**config.mk**
```make
export PLATFORM = sky130hd
export DESIGN_NAME = terminal_damage_diff_encoder_unit_flat
export DESIGN_NICKNAME = d
export VERILOG_FILES = /design/src/hw/rtl/tdde_pkg.sv /design/src/hw/rtl/tdde_ifs.sv /design/src/hw/rtl/tdde_queue.sv /design/src/hw/rtl/tdde_front.sv /design/src/hw/rtl/tdde_back.sv /design/src/hw/rtl/terminal_damage_diff_encoder_unit.sv /design/src/flat_wrapper.sv
export SDC_FILE = /design/constraint.sdc
export NUM_CORES = 1
export LEC_CHECK = 0
export ABC_AREA = 1
export BUFFER_PORTS_ARGS = -buffer_cell sky130_fd_sc_hd__buf_4
export CORE_UTILIZATION = 41
export CTS_CLUSTER_DIAMETER = 60
export DETAILED_ROUTE_END_ITERATION = 12
export GPL_TIMING_DRIVEN = 0
export PLACE_DENSITY = 0.53
export SLEW_MARGIN = 20
export SYNTH_ARGS = -nofsm -noshare
export SYNTH_HDL_FRONTEND = slang
export SYNTH_SLANG_ARGS = --single-unit
```
**constraint.sdc**
```tcl
create_clock -name clk -period 4.5 [get_ports clk]
set_input_delay 0.675 -clock clk [delete_from_list [all_inputs] [get_ports clk]]
set_output_delay 0.675 -clock clk [all_outputs]
set_load 0.03 [all_outputs]
```
**src/hw/rtl/tdde_pkg.sv**
```systemverilog
package tdde_pkg;

    // Screen limits; cells outside them are dropped
    localparam int unsigned MAX_ROWS = 256;
    localparam int unsigned MAX_COLS = 256;

    localparam logic [3:0]  DEFAULT_COLOR_RESET = 4'd9;
    localparam logic [15:0] ATTR_UNKNOWN        = 16'hFFFF;
    localparam int unsigned DEFAULT_QUEUE_DEPTH = 4;

    // Byte slots of the longest possible run, in emission order
    localparam int unsigned NUM_SLOTS = 25;
    localparam logic [4:0] SLOT_MV_ESC   = 5'd0;
    localparam logic [4:0] SLOT_MV_CSI   = 5'd1;
    localparam logic [4:0] SLOT_ROW_H    = 5'd2;
    localparam logic [4:0] SLOT_ROW_T    = 5'd3;
    localparam logic [4:0] SLOT_ROW_O    = 5'd4;
    localparam logic [4:0] SLOT_MV_SEP   = 5'd5;
    localparam logic [4:0] SLOT_COL_H    = 5'd6;
    localparam logic [4:0] SLOT_COL_T    = 5'd7;
    localparam logic [4:0] SLOT_COL_O    = 5'd8;
    localparam logic [4:0] SLOT_MV_END   = 5'd9;
    localparam logic [4:0] SLOT_SGR_ESC  = 5'd10;
    localparam logic [4:0] SLOT_SGR_CSI  = 5'd11;
    localparam logic [4:0] SLOT_SGR_RST  = 5'd12;
    localparam logic [4:0] SLOT_SGR_SEP0 = 5'd13;
    localparam logic [4:0] SLOT_BOLD     = 5'd14;
    localparam logic [4:0] SLOT_BOLD_SEP = 5'd15;
    localparam logic [4:0] SLOT_FG_T     = 5'd16;
    localparam logic [4:0] SLOT_FG_O     = 5'd17;
    localparam logic [4:0] SLOT_SGR_SEP1 = 5'd18;
    localparam logic [4:0] SLOT_BG_T     = 5'd19;
    localparam logic [4:0] SLOT_BG_O     = 5'd20;
    localparam logic [4:0] SLOT_SGR_END  = 5'd21;
    localparam logic [4:0] SLOT_GLYPH0   = 5'd22;
    localparam logic [4:0] SLOT_GLYPH1   = 5'd23;
    localparam logic [4:0] SLOT_GLYPH2   = 5'd24;

    // Stream characters
    localparam logic [7:0] CHR_ESC  = 8'h1B;
    localparam logic [7:0] CHR_CSI  = 8'h5B;
    localparam logic [7:0] CHR_SEMI = 8'h3B;
    localparam logic [7:0] CHR_ZERO = 8'h30;
    localparam logic [7:0] CHR_ONE  = 8'h31;
    localparam logic [7:0] CHR_H    = 8'h48;
    localparam logic [7:0] CHR_M    = 8'h6D;

    // UTF-8 marks
    localparam logic [7:0] UTF_LEAD2 = 8'hC0;
    localparam logic [7:0] UTF_LEAD3 = 8'hE0;
    localparam logic [7:0] UTF_CONT  = 8'h80;

    // One classified cell: which slots to emit and what goes into them
    typedef struct packed {
        logic [NUM_SLOTS-1:0] mask;
        logic [3:0] row_h;
        logic [3:0] row_t;
        logic [3:0] row_o;
        logic [3:0] col_h;
        logic [3:0] col_t;
        logic [3:0] col_o;
        logic [3:0] fg_t;
        logic [3:0] fg_o;
        logic [3:0] bg_t;
        logic [3:0] bg_o;
        logic [7:0] glyph0;
        logic [7:0] glyph1;
        logic [7:0] glyph2;
    } cmd_t;

endpackage

```
**src/hw/rtl/tdde_ifs.sv**
```systemverilog
interface tdde_cell_if;
    logic        valid;
    logic        ready;
    logic        frame_start;
    logic [7:0]  row;
    logic [7:0]  column;
    logic [15:0] new_glyph;
    logic [15:0] new_attr;
    logic [15:0] old_glyph;
    logic [15:0] old_attr;

    modport source (
        output valid, frame_start, row, column, new_glyph, new_attr, old_glyph, old_attr,
        input  ready
    );
    modport sink (
        input  valid, frame_start, row, column, new_glyph, new_attr, old_glyph, old_attr,
        output ready
    );
endinterface

interface tdde_byte_if;
    logic       valid;
    logic       ready;
    logic [7:0] term_byte;
    logic       last_of_item;

    modport source (
        output valid, term_byte, last_of_item,
        input  ready
    );
    modport sink (
        input  valid, term_byte, last_of_item,
        output ready
    );
endinterface

interface tdde_cfg_if;
    logic       valid;
    logic       ready;
    logic [3:0] default_color;

    modport source (
        output valid, default_color,
        input  ready
    );
    modport sink (
        input  valid, default_color,
        output ready
    );
endinterface

```
**src/hw/rtl/tdde_queue.sv**
```systemverilog
module tdde_queue import tdde_pkg::*;
#(
    parameter int unsigned DEPTH = DEFAULT_QUEUE_DEPTH
)
(
    input  logic clk,
    input  logic rst_n,
    input  logic push,
    input  cmd_t push_cmd,
    input  logic pop,
    output cmd_t head,
    output logic full,
    output logic empty
);

    localparam int unsigned PTR_W = (DEPTH > 1) ? $clog2(DEPTH) : 1;
    localparam int unsigned CNT_W = $clog2(DEPTH + 1);
    localparam logic [PTR_W-1:0] LAST_PTR = PTR_W'(DEPTH - 1);
    localparam logic [CNT_W-1:0] FULL_CNT = CNT_W'(DEPTH);

    cmd_t             entries_reg [DEPTH];
    logic [PTR_W-1:0] wr_ptr_reg;
    logic [PTR_W-1:0] wr_ptr_next;
    logic [PTR_W-1:0] rd_ptr_reg;
    logic [PTR_W-1:0] rd_ptr_next;
    logic [CNT_W-1:0] count_reg;
    logic [CNT_W-1:0] count_next;

    assign full  = (count_reg == FULL_CNT);
    assign empty = (count_reg == '0);
    assign head  = entries_reg[rd_ptr_reg];

    // Advance pointers with wrap and track fill level
    always_comb
    begin
        wr_ptr_next = wr_ptr_reg;
        rd_ptr_next = rd_ptr_reg;
        count_next  = count_reg;
        if (push)
        begin
            wr_ptr_next = (wr_ptr_reg == LAST_PTR) ? '0 : wr_ptr_reg + 1'b1;
        end
        if (pop)
        begin
            rd_ptr_next = (rd_ptr_reg == LAST_PTR) ? '0 : rd_ptr_reg + 1'b1;
        end
        case ({push, pop})
            2'b10:   count_next = count_reg + 1'b1;
            2'b01:   count_next = count_reg - 1'b1;
            default: count_next = count_reg;
        endcase
    end

    always_ff @(posedge clk or negedge rst_n)
    begin
        if (!rst_n)
        begin
            wr_ptr_reg <= '0;
            rd_ptr_reg <= '0;
            count_reg  <= '0;
        end
        else
        begin
            wr_ptr_reg <= wr_ptr_next;
            rd_ptr_reg <= rd_ptr_next;
            count_reg  <= count_next;
        end
    end

    // Store the pushed command
    always_ff @(posedge clk)
    begin
        if (push)
        begin
            entries_reg[wr_ptr_reg] <= push_cmd;
        end
    end

endmodule

```
**src/hw/rtl/tdde_front.sv**
```systemverilog
module tdde_front import tdde_pkg::*;
(
    input  logic          clk,
    input  logic          rst_n,
    tdde_cell_if.sink     cells,
    input  logic [3:0]    default_color,
    input  logic          queue_full,
    output logic          push,
    output cmd_t          push_cmd
);

    localparam logic [9:0] ROW_LIMIT = 10'(MAX_ROWS);
    localparam logic [9:0] COL_LIMIT = 10'(MAX_COLS);

    typedef struct packed {
        logic [3:0] hun;
        logic [3:0] ten;
        logic [3:0] one;
    } dec3_t;

    typedef struct packed {
        logic [3:0] ten;
        logic [3:0] one;
    } code_t;

    // Split a value below 300 into decimal digits
    function automatic dec3_t to_dec3(input logic [8:0] v);
        logic [6:0]  rem;
        logic [14:0] prod;
        logic [6:0]  tens10;
        dec3_t       d;
        if (v >= 9'd200)
        begin
            d.hun = 4'd2;
            rem   = 7'(v - 9'd200);
        end
        else if (v >= 9'd100)
        begin
            d.hun = 4'd1;
            rem   = 7'(v - 9'd100);
        end
        else
        begin
            d.hun = 4'd0;
            rem   = v[6:0];
        end
        // rem / 10 by reciprocal, exact for rem below 100
        prod   = 15'(rem) * 15'd205;
        d.ten  = prod[14:11];
        tens10 = 7'(d.ten) * 7'd10;
        d.one  = 4'(rem - tens10);
        return d;
    endfunction

    // SGR color code: default color maps to base*10+9, else base*10+idx
    function automatic code_t color_code(input logic [3:0] idx, input logic [3:0] dflt,
                                         input logic [3:0] base);
        code_t c;
        if (idx == dflt)
        begin
            c.ten = base;
            c.one = 4'd9;
        end
        else if (idx < 4'd10)
        begin
            c.ten = base;
            c.one = idx;
        end
        else
        begin
            c.ten = base + 4'd1;
            c.one = idx - 4'd10;
        end
        return c;
    endfunction

    logic [15:0] attr_reg;
    logic [15:0] attr_next;
    logic        prev_drawn_reg;
    logic        prev_drawn_next;
    logic        accept;
    logic [15:0] attr_eff;
    logic        prev_eff;
    logic        in_range;
    logic        changed;
    logic        draw;
    logic        need_move;
    logic        need_sgr;
    dec3_t       row_dec;
    dec3_t       col_dec;
    code_t       fg_code;
    code_t       bg_code;
    logic [15:0] g;

    assign cells.ready = !queue_full;
    assign accept      = cells.valid && cells.ready;
    assign g           = cells.new_glyph;

    // Classify the cell against the asserted state
    always_comb
    begin
        attr_eff  = cells.frame_start ? ATTR_UNKNOWN : attr_reg;
        prev_eff  = cells.frame_start ? 1'b0 : prev_drawn_reg;
        in_range  = ({2'b00, cells.row} < ROW_LIMIT) && ({2'b00, cells.column} < COL_LIMIT);
        changed   = (cells.new_glyph != cells.old_glyph) || (cells.new_attr != cells.old_attr);
        draw      = in_range && changed;
        need_move = (cells.column == 8'd0) || !prev_eff;
        need_sgr  = (cells.new_attr != attr_eff);
        push      = accept && draw;

        attr_next       = (draw && need_sgr) ? cells.new_attr : attr_eff;
        prev_drawn_next = draw;
    end

    // Build the slot mask and slot contents
    always_comb
    begin
        row_dec = to_dec3({1'b0, cells.row} + 9'd1);
        col_dec = to_dec3({1'b0, cells.column} + 9'd1);
        fg_code = color_code(cells.new_attr[3:0], default_color, 4'd3);
        bg_code = color_code(cells.new_attr[7:4], default_color, 4'd4);

        push_cmd       = '0;
        push_cmd.row_h = row_dec.hun;
        push_cmd.row_t = row_dec.ten;
        push_cmd.row_o = row_dec.one;
        push_cmd.col_h = col_dec.hun;
        push_cmd.col_t = col_dec.ten;
        push_cmd.col_o = col_dec.one;
        push_cmd.fg_t  = fg_code.ten;
        push_cmd.fg_o  = fg_code.one;
        push_cmd.bg_t  = bg_code.ten;
        push_cmd.bg_o  = bg_code.one;

        if (need_move)
        begin
            push_cmd.mask[SLOT_MV_ESC] = 1'b1;
            push_cmd.mask[SLOT_MV_CSI] = 1'b1;
            push_cmd.mask[SLOT_ROW_H]  = (row_dec.hun != 4'd0);
            push_cmd.mask[SLOT_ROW_T]  = (row_dec.hun != 4'd0) || (row_dec.ten != 4'd0);
            push_cmd.mask[SLOT_ROW_O]  = 1'b1;
            push_cmd.mask[SLOT_MV_SEP] = 1'b1;
            push_cmd.mask[SLOT_COL_H]  = (col_dec.hun != 4'd0);
            push_cmd.mask[SLOT_COL_T]  = (col_dec.hun != 4'd0) || (col_dec.ten != 4'd0);
            push_cmd.mask[SLOT_COL_O]  = 1'b1;
            push_cmd.mask[SLOT_MV_END] = 1'b1;
        end
        if (need_sgr)
        begin
            push_cmd.mask[SLOT_SGR_ESC]  = 1'b1;
            push_cmd.mask[SLOT_SGR_CSI]  = 1'b1;
            push_cmd.mask[SLOT_SGR_RST]  = 1'b1;
            push_cmd.mask[SLOT_SGR_SEP0] = 1'b1;
            push_cmd.mask[SLOT_BOLD]     = cells.new_attr[8];
            push_cmd.mask[SLOT_BOLD_SEP] = cells.new_attr[8];
            push_cmd.mask[SLOT_FG_T]     = 1'b1;
            push_cmd.mask[SLOT_FG_O]     = 1'b1;
            push_cmd.mask[SLOT_SGR_SEP1] = 1'b1;
            push_cmd.mask[SLOT_BG_T]     = 1'b1;
            push_cmd.mask[SLOT_BG_O]     = 1'b1;
            push_cmd.mask[SLOT_SGR_END]  = 1'b1;
        end

        // UTF-8 encode the glyph
        push_cmd.mask[SLOT_GLYPH0] = 1'b1;
        if (g < 16'h0080)
        begin
            push_cmd.glyph0 = g[7:0];
        end
        else if (g < 16'h0800)
        begin
            push_cmd.mask[SLOT_GLYPH1] = 1'b1;
            push_cmd.glyph0 = UTF_LEAD2 | {3'b000, g[10:6]};
            push_cmd.glyph1 = UTF_CONT | {2'b00, g[5:0]};
        end
        else
        begin
            push_cmd.mask[SLOT_GLYPH1] = 1'b1;
            push_cmd.mask[SLOT_GLYPH2] = 1'b1;
            push_cmd.glyph0 = UTF_LEAD3 | {4'b0000, g[15:12]};
            push_cmd.glyph1 = UTF_CONT | {2'b00, g[11:6]};
            push_cmd.glyph2 = UTF_CONT | {2'b00, g[5:0]};
        end
    end

    // Update asserted attribute and run state per transaction
    always_ff @(posedge clk or negedge rst_n)
    begin
        if (!rst_n)
        begin
            attr_reg       <= ATTR_UNKNOWN;
            prev_drawn_reg <= 1'b0;
        end
        else if (accept)
        begin
            attr_reg       <= attr_next;
            prev_drawn_reg <= prev_drawn_next;
        end
    end

endmodule

```
**src/hw/rtl/tdde_back.sv**
```systemverilog
module tdde_back import tdde_pkg::*;
(
    input  logic         clk,
    input  logic         rst_n,
    input  logic         queue_empty,
    input  cmd_t         head,
    output logic         pop,
    tdde_byte_if.source  stream
);

    logic [NUM_SLOTS-1:0] done_reg;
    logic [NUM_SLOTS-1:0] done_next;
    logic [NUM_SLOTS-1:0] remaining;
    logic [NUM_SLOTS-1:0] low_bit;
    logic [4:0]           sel;
    logic                 last;
    logic                 load;
    logic                 out_valid_reg;
    logic [7:0]           byte_reg;
    logic [7:0]           byte_next;
    logic                 last_reg;

    assign stream.valid        = out_valid_reg;
    assign stream.term_byte    = byte_reg;
    assign stream.last_of_item = last_reg;

    // Pick the lowest slot still to be sent for the head command
    always_comb
    begin
        remaining = head.mask & ~done_reg;
        low_bit   = remaining & (~remaining + 1'b1);
        last      = ((remaining & ~low_bit) == '0);
        sel       = '0;
        for (int i = NUM_SLOTS - 1; i >= 0; i--)
        begin
            if (remaining[i])
            begin
                sel = 5'(i);
            end
        end
        load      = !queue_empty && (!out_valid_reg || stream.ready);
        pop       = load && last;
        done_next = last ? '0 : (done_reg | low_bit);
    end

    // Map the slot to its byte
    always_comb
    begin
        case (sel)
            SLOT_MV_ESC, SLOT_SGR_ESC:                    byte_next = CHR_ESC;
            SLOT_MV_CSI, SLOT_SGR_CSI:                    byte_next = CHR_CSI;
            SLOT_MV_SEP, SLOT_SGR_SEP0, SLOT_BOLD_SEP,
            SLOT_SGR_SEP1:                                byte_next = CHR_SEMI;
            SLOT_ROW_H:   byte_next = CHR_ZERO | {4'b0000, head.row_h};
            SLOT_ROW_T:   byte_next = CHR_ZERO | {4'b0000, head.row_t};
            SLOT_ROW_O:   byte_next = CHR_ZERO | {4'b0000, head.row_o};
            SLOT_COL_H:   byte_next = CHR_ZERO | {4'b0000, head.col_h};
            SLOT_COL_T:   byte_next = CHR_ZERO | {4'b0000, head.col_t};
            SLOT_COL_O:   byte_next = CHR_ZERO | {4'b0000, head.col_o};
            SLOT_MV_END:  byte_next = CHR_H;
            SLOT_SGR_RST: byte_next = CHR_ZERO;
            SLOT_BOLD:    byte_next = CHR_ONE;
            SLOT_FG_T:    byte_next = CHR_ZERO | {4'b0000, head.fg_t};
            SLOT_FG_O:    byte_next = CHR_ZERO | {4'b0000, head.fg_o};
            SLOT_BG_T:    byte_next = CHR_ZERO | {4'b0000, head.bg_t};
            SLOT_BG_O:    byte_next = CHR_ZERO | {4'b0000, head.bg_o};
            SLOT_SGR_END: byte_next = CHR_M;
            SLOT_GLYPH0:  byte_next = head.glyph0;
            SLOT_GLYPH1:  byte_next = head.glyph1;
            SLOT_GLYPH2:  byte_next = head.glyph2;
            default:      byte_next = head.glyph0;
        endcase
    end

    // Hold the output register while stalled, refill when it drains
    always_ff @(posedge clk or negedge rst_n)
    begin
        if (!rst_n)
        begin
            out_valid_reg <= 1'b0;
            done_reg      <= '0;
        end
        else
        begin
            if (!out_valid_reg || stream.ready)
            begin
                out_valid_reg <= !queue_empty;
            end
            if (load)
            begin
                done_reg <= done_next;
            end
        end
    end

    always_ff @(posedge clk)
    begin
        if (load)
        begin
            byte_reg <= byte_next;
            last_reg <= last;
        end
    end

endmodule

```
**src/hw/rtl/terminal_damage_diff_encoder_unit.sv**
```systemverilog
// Terminal damage-diff encoder.
// cells (sink): one screen cell per transaction in row-major order, with its
//   wanted and on-screen glyph and attribute. Changed cells are classified in
//   the cycle they are accepted and queued as one command each.
// stream (source): the terminal byte stream, one byte per transaction;
//   last_of_item marks the final byte of a cell. Unchanged or out-of-range
//   cells produce no bytes.
// cfg (sink): writes default_color; always ready. Write only while idle.
// Path: an accepted cell is written into the command queue, and its first
//   byte then passes through the output register before it is valid.
// Throughput: a cell is accepted every cycle while the command queue has
//   room; the output drains one byte per cycle while stream.ready is high,
//   so a changed cell emits 1 to 25 bytes (cursor move, SGR, UTF-8 glyph).
// Reset: asserted attribute unknown, no run open, default_color 9, queue empty.
// Stall: while stream.ready is low the byte holds; the queue (QUEUE_DEPTH
//   commands) absorbs cells until full, then cells.ready drops.
module terminal_damage_diff_encoder_unit import tdde_pkg::*;
#(
    parameter int unsigned QUEUE_DEPTH = DEFAULT_QUEUE_DEPTH
)
(
    input  logic        clk,
    input  logic        rst_n,
    tdde_cell_if.sink   cells,
    tdde_byte_if.source stream,
    tdde_cfg_if.sink    cfg
);

    logic [3:0] default_color_reg;
    logic       push;
    cmd_t       push_cmd;
    logic       pop;
    cmd_t       head;
    logic       queue_full;
    logic       queue_empty;

    // Configuration register
    assign cfg.ready = 1'b1;

    always_ff @(posedge clk or negedge rst_n)
    begin
        if (!rst_n)
        begin
            default_color_reg <= DEFAULT_COLOR_RESET;
        end
        else if (cfg.valid)
        begin
            default_color_reg <= cfg.default_color;
        end
    end

    tdde_front u_front (
        .clk           (clk),
        .rst_n         (rst_n),
        .cells         (cells),
        .default_color (default_color_reg),
        .queue_full    (queue_full),
        .push          (push),
        .push_cmd      (push_cmd)
    );

    tdde_queue #(
        .DEPTH (QUEUE_DEPTH)
    ) u_queue (
        .clk      (clk),
        .rst_n    (rst_n),
        .push     (push),
        .push_cmd (push_cmd),
        .pop      (pop),
        .head     (head),
        .full     (queue_full),
        .empty    (queue_empty)
    );

    tdde_back u_back (
        .clk         (clk),
        .rst_n       (rst_n),
        .queue_empty (queue_empty),
        .head        (head),
        .pop         (pop),
        .stream      (stream)
    );

endmodule

```
**src/flat_wrapper.sv**
```systemverilog
// flat-port wrapper written by rule: the top's interface ports become plain ports
module terminal_damage_diff_encoder_unit_flat import tdde_pkg::*;
#(
    parameter int unsigned QUEUE_DEPTH = DEFAULT_QUEUE_DEPTH
)
  (clk, rst_n, cells_valid, cells_frame_start, cells_row, cells_column, cells_new_glyph, cells_new_attr, cells_old_glyph, cells_old_attr, cells_ready, stream_valid, stream_term_byte, stream_last_of_item, stream_ready, cfg_valid, cfg_default_color, cfg_ready);
  tdde_cell_if cells_i ();
  tdde_byte_if stream_i ();
  tdde_cfg_if cfg_i ();
  input  logic clk;
  input  logic rst_n;
  input wire logic [$bits(cells_i.valid)-1:0] cells_valid;
  input wire logic [$bits(cells_i.frame_start)-1:0] cells_frame_start;
  input wire logic [$bits(cells_i.row)-1:0] cells_row;
  input wire logic [$bits(cells_i.column)-1:0] cells_column;
  input wire logic [$bits(cells_i.new_glyph)-1:0] cells_new_glyph;
  input wire logic [$bits(cells_i.new_attr)-1:0] cells_new_attr;
  input wire logic [$bits(cells_i.old_glyph)-1:0] cells_old_glyph;
  input wire logic [$bits(cells_i.old_attr)-1:0] cells_old_attr;
  output wire logic [$bits(cells_i.ready)-1:0] cells_ready;
  output wire logic [$bits(stream_i.valid)-1:0] stream_valid;
  output wire logic [$bits(stream_i.term_byte)-1:0] stream_term_byte;
  output wire logic [$bits(stream_i.last_of_item)-1:0] stream_last_of_item;
  input wire logic [$bits(stream_i.ready)-1:0] stream_ready;
  input wire logic [$bits(cfg_i.valid)-1:0] cfg_valid;
  input wire logic [$bits(cfg_i.default_color)-1:0] cfg_default_color;
  output wire logic [$bits(cfg_i.ready)-1:0] cfg_ready;
  assign cells_i.valid = cells_valid;
  assign cells_i.frame_start = cells_frame_start;
  assign cells_i.row = cells_row;
  assign cells_i.column = cells_column;
  assign cells_i.new_glyph = cells_new_glyph;
  assign cells_i.new_attr = cells_new_attr;
  assign cells_i.old_glyph = cells_old_glyph;
  assign cells_i.old_attr = cells_old_attr;
  assign cells_ready = cells_i.ready;
  assign stream_valid = stream_i.valid;
  assign stream_term_byte = stream_i.term_byte;
  assign stream_last_of_item = stream_i.last_of_item;
  assign stream_i.ready = stream_ready;
  assign cfg_i.valid = cfg_valid;
  assign cfg_i.default_color = cfg_default_color;
  assign cfg_ready = cfg_i.ready;
  terminal_damage_diff_encoder_unit #(.QUEUE_DEPTH(QUEUE_DEPTH)) u_core (.clk(clk), .rst_n(rst_n), .cells(cells_i), .stream(stream_i), .cfg(cfg_i));
endmodule
```
==> impl_metrics.json <==
{
  "mostFrequentLayoutCell": "nand2_1",
  "layout_min_cycle_time_ns": 5.69,
  "cp-start-kind": "input pin",
  "cts.sinks": 303,
  "grt_util_all_layers_pct": 24.1,
  "hold_viol": 0,
  "clockBufferDepth": 3,
  "clk_latency_ns": 0.54,
  "fp-row-count": 74,
  "cap_viol_max_count": 0,
  "num_io_pins": 102,
  "pwr_density_cell_nw_per_um2": 793,
  "hold_class": "input pin to asynchronous set/reset pin",
  "grt_overflow": 0,
  "chipHeight_um": 206,
  "fmax_ghz": 0.176,
  "leakage_nw": 8.93,
  "wl_per_cell_um": 19.6,
  "fillerInstances": 3641,
  "die_area_um2": 42500,
  "synth_cell_types": 60,
  "drt_iter0_drc": 1300,
  "p_int_mw": 9.57,
  "critPathMaxFanout": 5,
  "highest_layer": "met5",
  "syn_avg_cell_area_um2": 9.44,
  "power_frac_clock_pct": 16.3,
  "async_flop_share_pct": 17.8,
  "vias": 13700,
  "p_sw_share_pct": 44.6,
  "slew_viol_final": 0,
  "die-width_um": 206,
  "antenna_found_initial": 1,
  "routed-wl-met3_mm": 3.52,
  "outcome": "finished with violations",
  "synth-seq-cells": 303,
  "cpMaxStageDelayCell": "fa_1",
  "crit_arrival_ns": 5.97,
  "h-tree-depth": 2,
  "ant_nets": 0,
  "syn-cell-area_um2": 17100,
  "drive_gt1_share_pct": 25.1,
  "setup_violations": 64,
  "place_ws_ns": -2.86,
  "pwr-share-comb_pct": 56.6,
  "start_util_pct": 41.7,
  "critical_path_class": "input pin to flop",
  "synth-seq-area-share_pct": 51.8,
  "wl_mm": 50.9,
  "viasPerCell": 5.27,
  "first_pass_iters": 12,
  "period_share_pct": 126,
  "synth_edf_count": 249,
  "path_clk_slew_ns": 0.05,
  "met1_length_mm": 22.0,
  "max_slew_margin_pct": 39.5,
  "n_antenna_cell": 0,
  "synthToLayoutAreaGrowth_pct": 27.4,
  "power_mw": 17.3,
  "worst_pin_slew_ns": 0.902,
  "max_stage_delay_ns": 0.58,
  "setup_ws_ns": -1.19,
  "synth-main-ff-cell": "edfxtp_1",
  "synthCells": 1811,
  "synth_nets": 2012,
  "drc": 2,
  "cts_buffers": 37,
  "switchingPower_mw": 7.69,
  "coreArea_um2": 41000,
  "clockRootBuffer": "clkbuf_16",
  "grt_max_degree": 55,
  "largest_register_ffs": 240,
  "crit_path_end_kind": "flop",
  "hold_ws_ns": 0.220,
  "finalWeightedCongestion": 0.907,
  "ys_warn_count": 0,
  "fin_skew_ns": 0.0168,
  "io_buffers": 95,
  "cts_tree": "built",
  "grt_pass1_wl_mm": 76.4,
  "p_seq_share_pct": 27.1,
  "route.met2.wl_mm": 23.8,
  "dp_hpwl_mm": 36.6,
  "grt_pass1_vias": 13400,
  "final_cell_mix": "275 x nand2_1, 249 x edfxtp_1, 190 x inv_1, 182 x nor2_1, 164 x buf_4",
  "critPathMostFrequentCell": "nand2_2",
  "required_ns": 4.78,
  "ir_drop_mv": 0.557,
  "rsz0062_at_grt": "true",
  "nNetsFinal": 2243,
  "failed_checks": "design-rule violations, negative setup slack"
}
==> through the flow <==
stage,instance area [um^2],util [%],instances,TNS [ns]
2_1_floorplan,17300,-,1811,-55.05
3_3_place_gp,18700,45.6,2438,-863.75
3_5_place_dp,19000,46.4,2450,-115.61
4_1_cts,21100,51.5,2570,-42.31
5_1_grt,21800,53.1,2601,-61.25
6_report,21800,53.1,2601,-45.77
==> synthesized netlist by cell type (all sizes together) (2+ instances only) <==
cell | instances | area (um^2)
nand3b | 3 | 22.5
nor4 | 8 | 50.1
a221o | 5 | 50.1
xnor2 | 37 | 324
o22ai | 21 | 131
clkbuf | 49 | 184
o21ai | 153 | 830
fa | 19 | 380
and2 | 5 | 33.8
nor2 | 213 | 867
a31o | 2 | 17.5
nor3 | 31 | 178
a21oi | 92 | 460
nand4 | 40 | 256
nand3 | 78 | 400
or2 | 5 | 31.3
a31oi | 18 | 113
o31ai | 2 | 15.0
o2111ai | 2 | 17.5
a211oi | 2 | 15.0
buf | 10 | 77.6
edfxtp | 249 | 7480
a221oi | 8 | 76.3
clkinv | 2 | 7.51
xor2 | 30 | 263
ha | 92 | 1150
a32o | 5 | 50.1
dfstp | 18 | 473
o211ai | 3 | 22.5
dfrtp | 36 | 901
nand2 | 311 | 1170
inv | 251 | 945
==> cell type report <==
type	instances	area, um^2	share of cell area (%)
flip-flops and latches	303	8850	40.7
multi-input cells	1196	8090	37.2
repair buffers	192	1760	8.09
clock buffers	47	1010	4.62
inverters	253	990	4.55
well taps	532	666	3.06
plain buffers	59	268	1.23
clock inverters	19	134	0.615
==> kinds of logic after synthesis <==
kind of cell,share of synthesized area [%]
fa+ha+maj,8.96
mux,0.0659
simple gates,17.7
other cells,0.0219
buf+inv,7.10
compound gates,11.0
flops,51.8
xor+xnor,3.43
==> critical path: cells and delay by family <==
kind	cells	cell delay (ns)
xor+xnor	2	0.44
simple gates	17	1.64
compound gates	4	0.42
fa+ha+maj	8	2.25
buf+inv	7	0.54
==> final timing paths <==
| check | from | to | slack, ns | depth (start not counted) |
|---|---|---|---|---|
| max | cells_column[0] | u_core.u_queue.entries_reg[3][39] | -1.19 | 38 |
| min | rst_n | u_core.u_back.stream.valid | 0.22 | 1 |
| max reg2reg | u_core.u_queue.rd_ptr_reg[0] | u_core.u_queue.count_reg[2] | 0.23 | 25 |
| min reg2reg | u_core.u_queue.count_reg[0] | u_core.u_queue.count_reg[0] | 0.48 | 1 |
| max in group asynchronous | rst_n | u_core.u_queue.rd_ptr_reg[0] | 3.72 | 1 |
| min in group clk | stream_ready | u_core.u_back.stream.valid | 0.33 | 2 |
==> power groups by stage <==
stage          clock [mW]  sequential [mW]  combinational (mW)
2_1_floorplan           0             4.78                5.48
3_3_place_gp            0             4.80                7.90
3_5_place_dp            0             4.71                8.19
4_1_cts              2.85             4.67                8.95
5_1_grt              2.96             4.75                10.8
6_report             2.81             4.68                9.77
==> repair_timing <==
item                                    4_1_cts  5_1_grt
cloned                                        0        1
buffers inserted                             55       33
hold buffers                                  0        0
endpoints found under the setup margin       65       68
resized for setup                           114       96
pin swaps                                    89       81
==> layer usage <==
metal  track usage [%]  vias up
li1                  -     6634
met1              31.6     6560
met2              39.7      414
met3              4.81       96
met4              7.96        4
met5             0.714        -
Note: power is estimated with default switching activity, not from simulation.
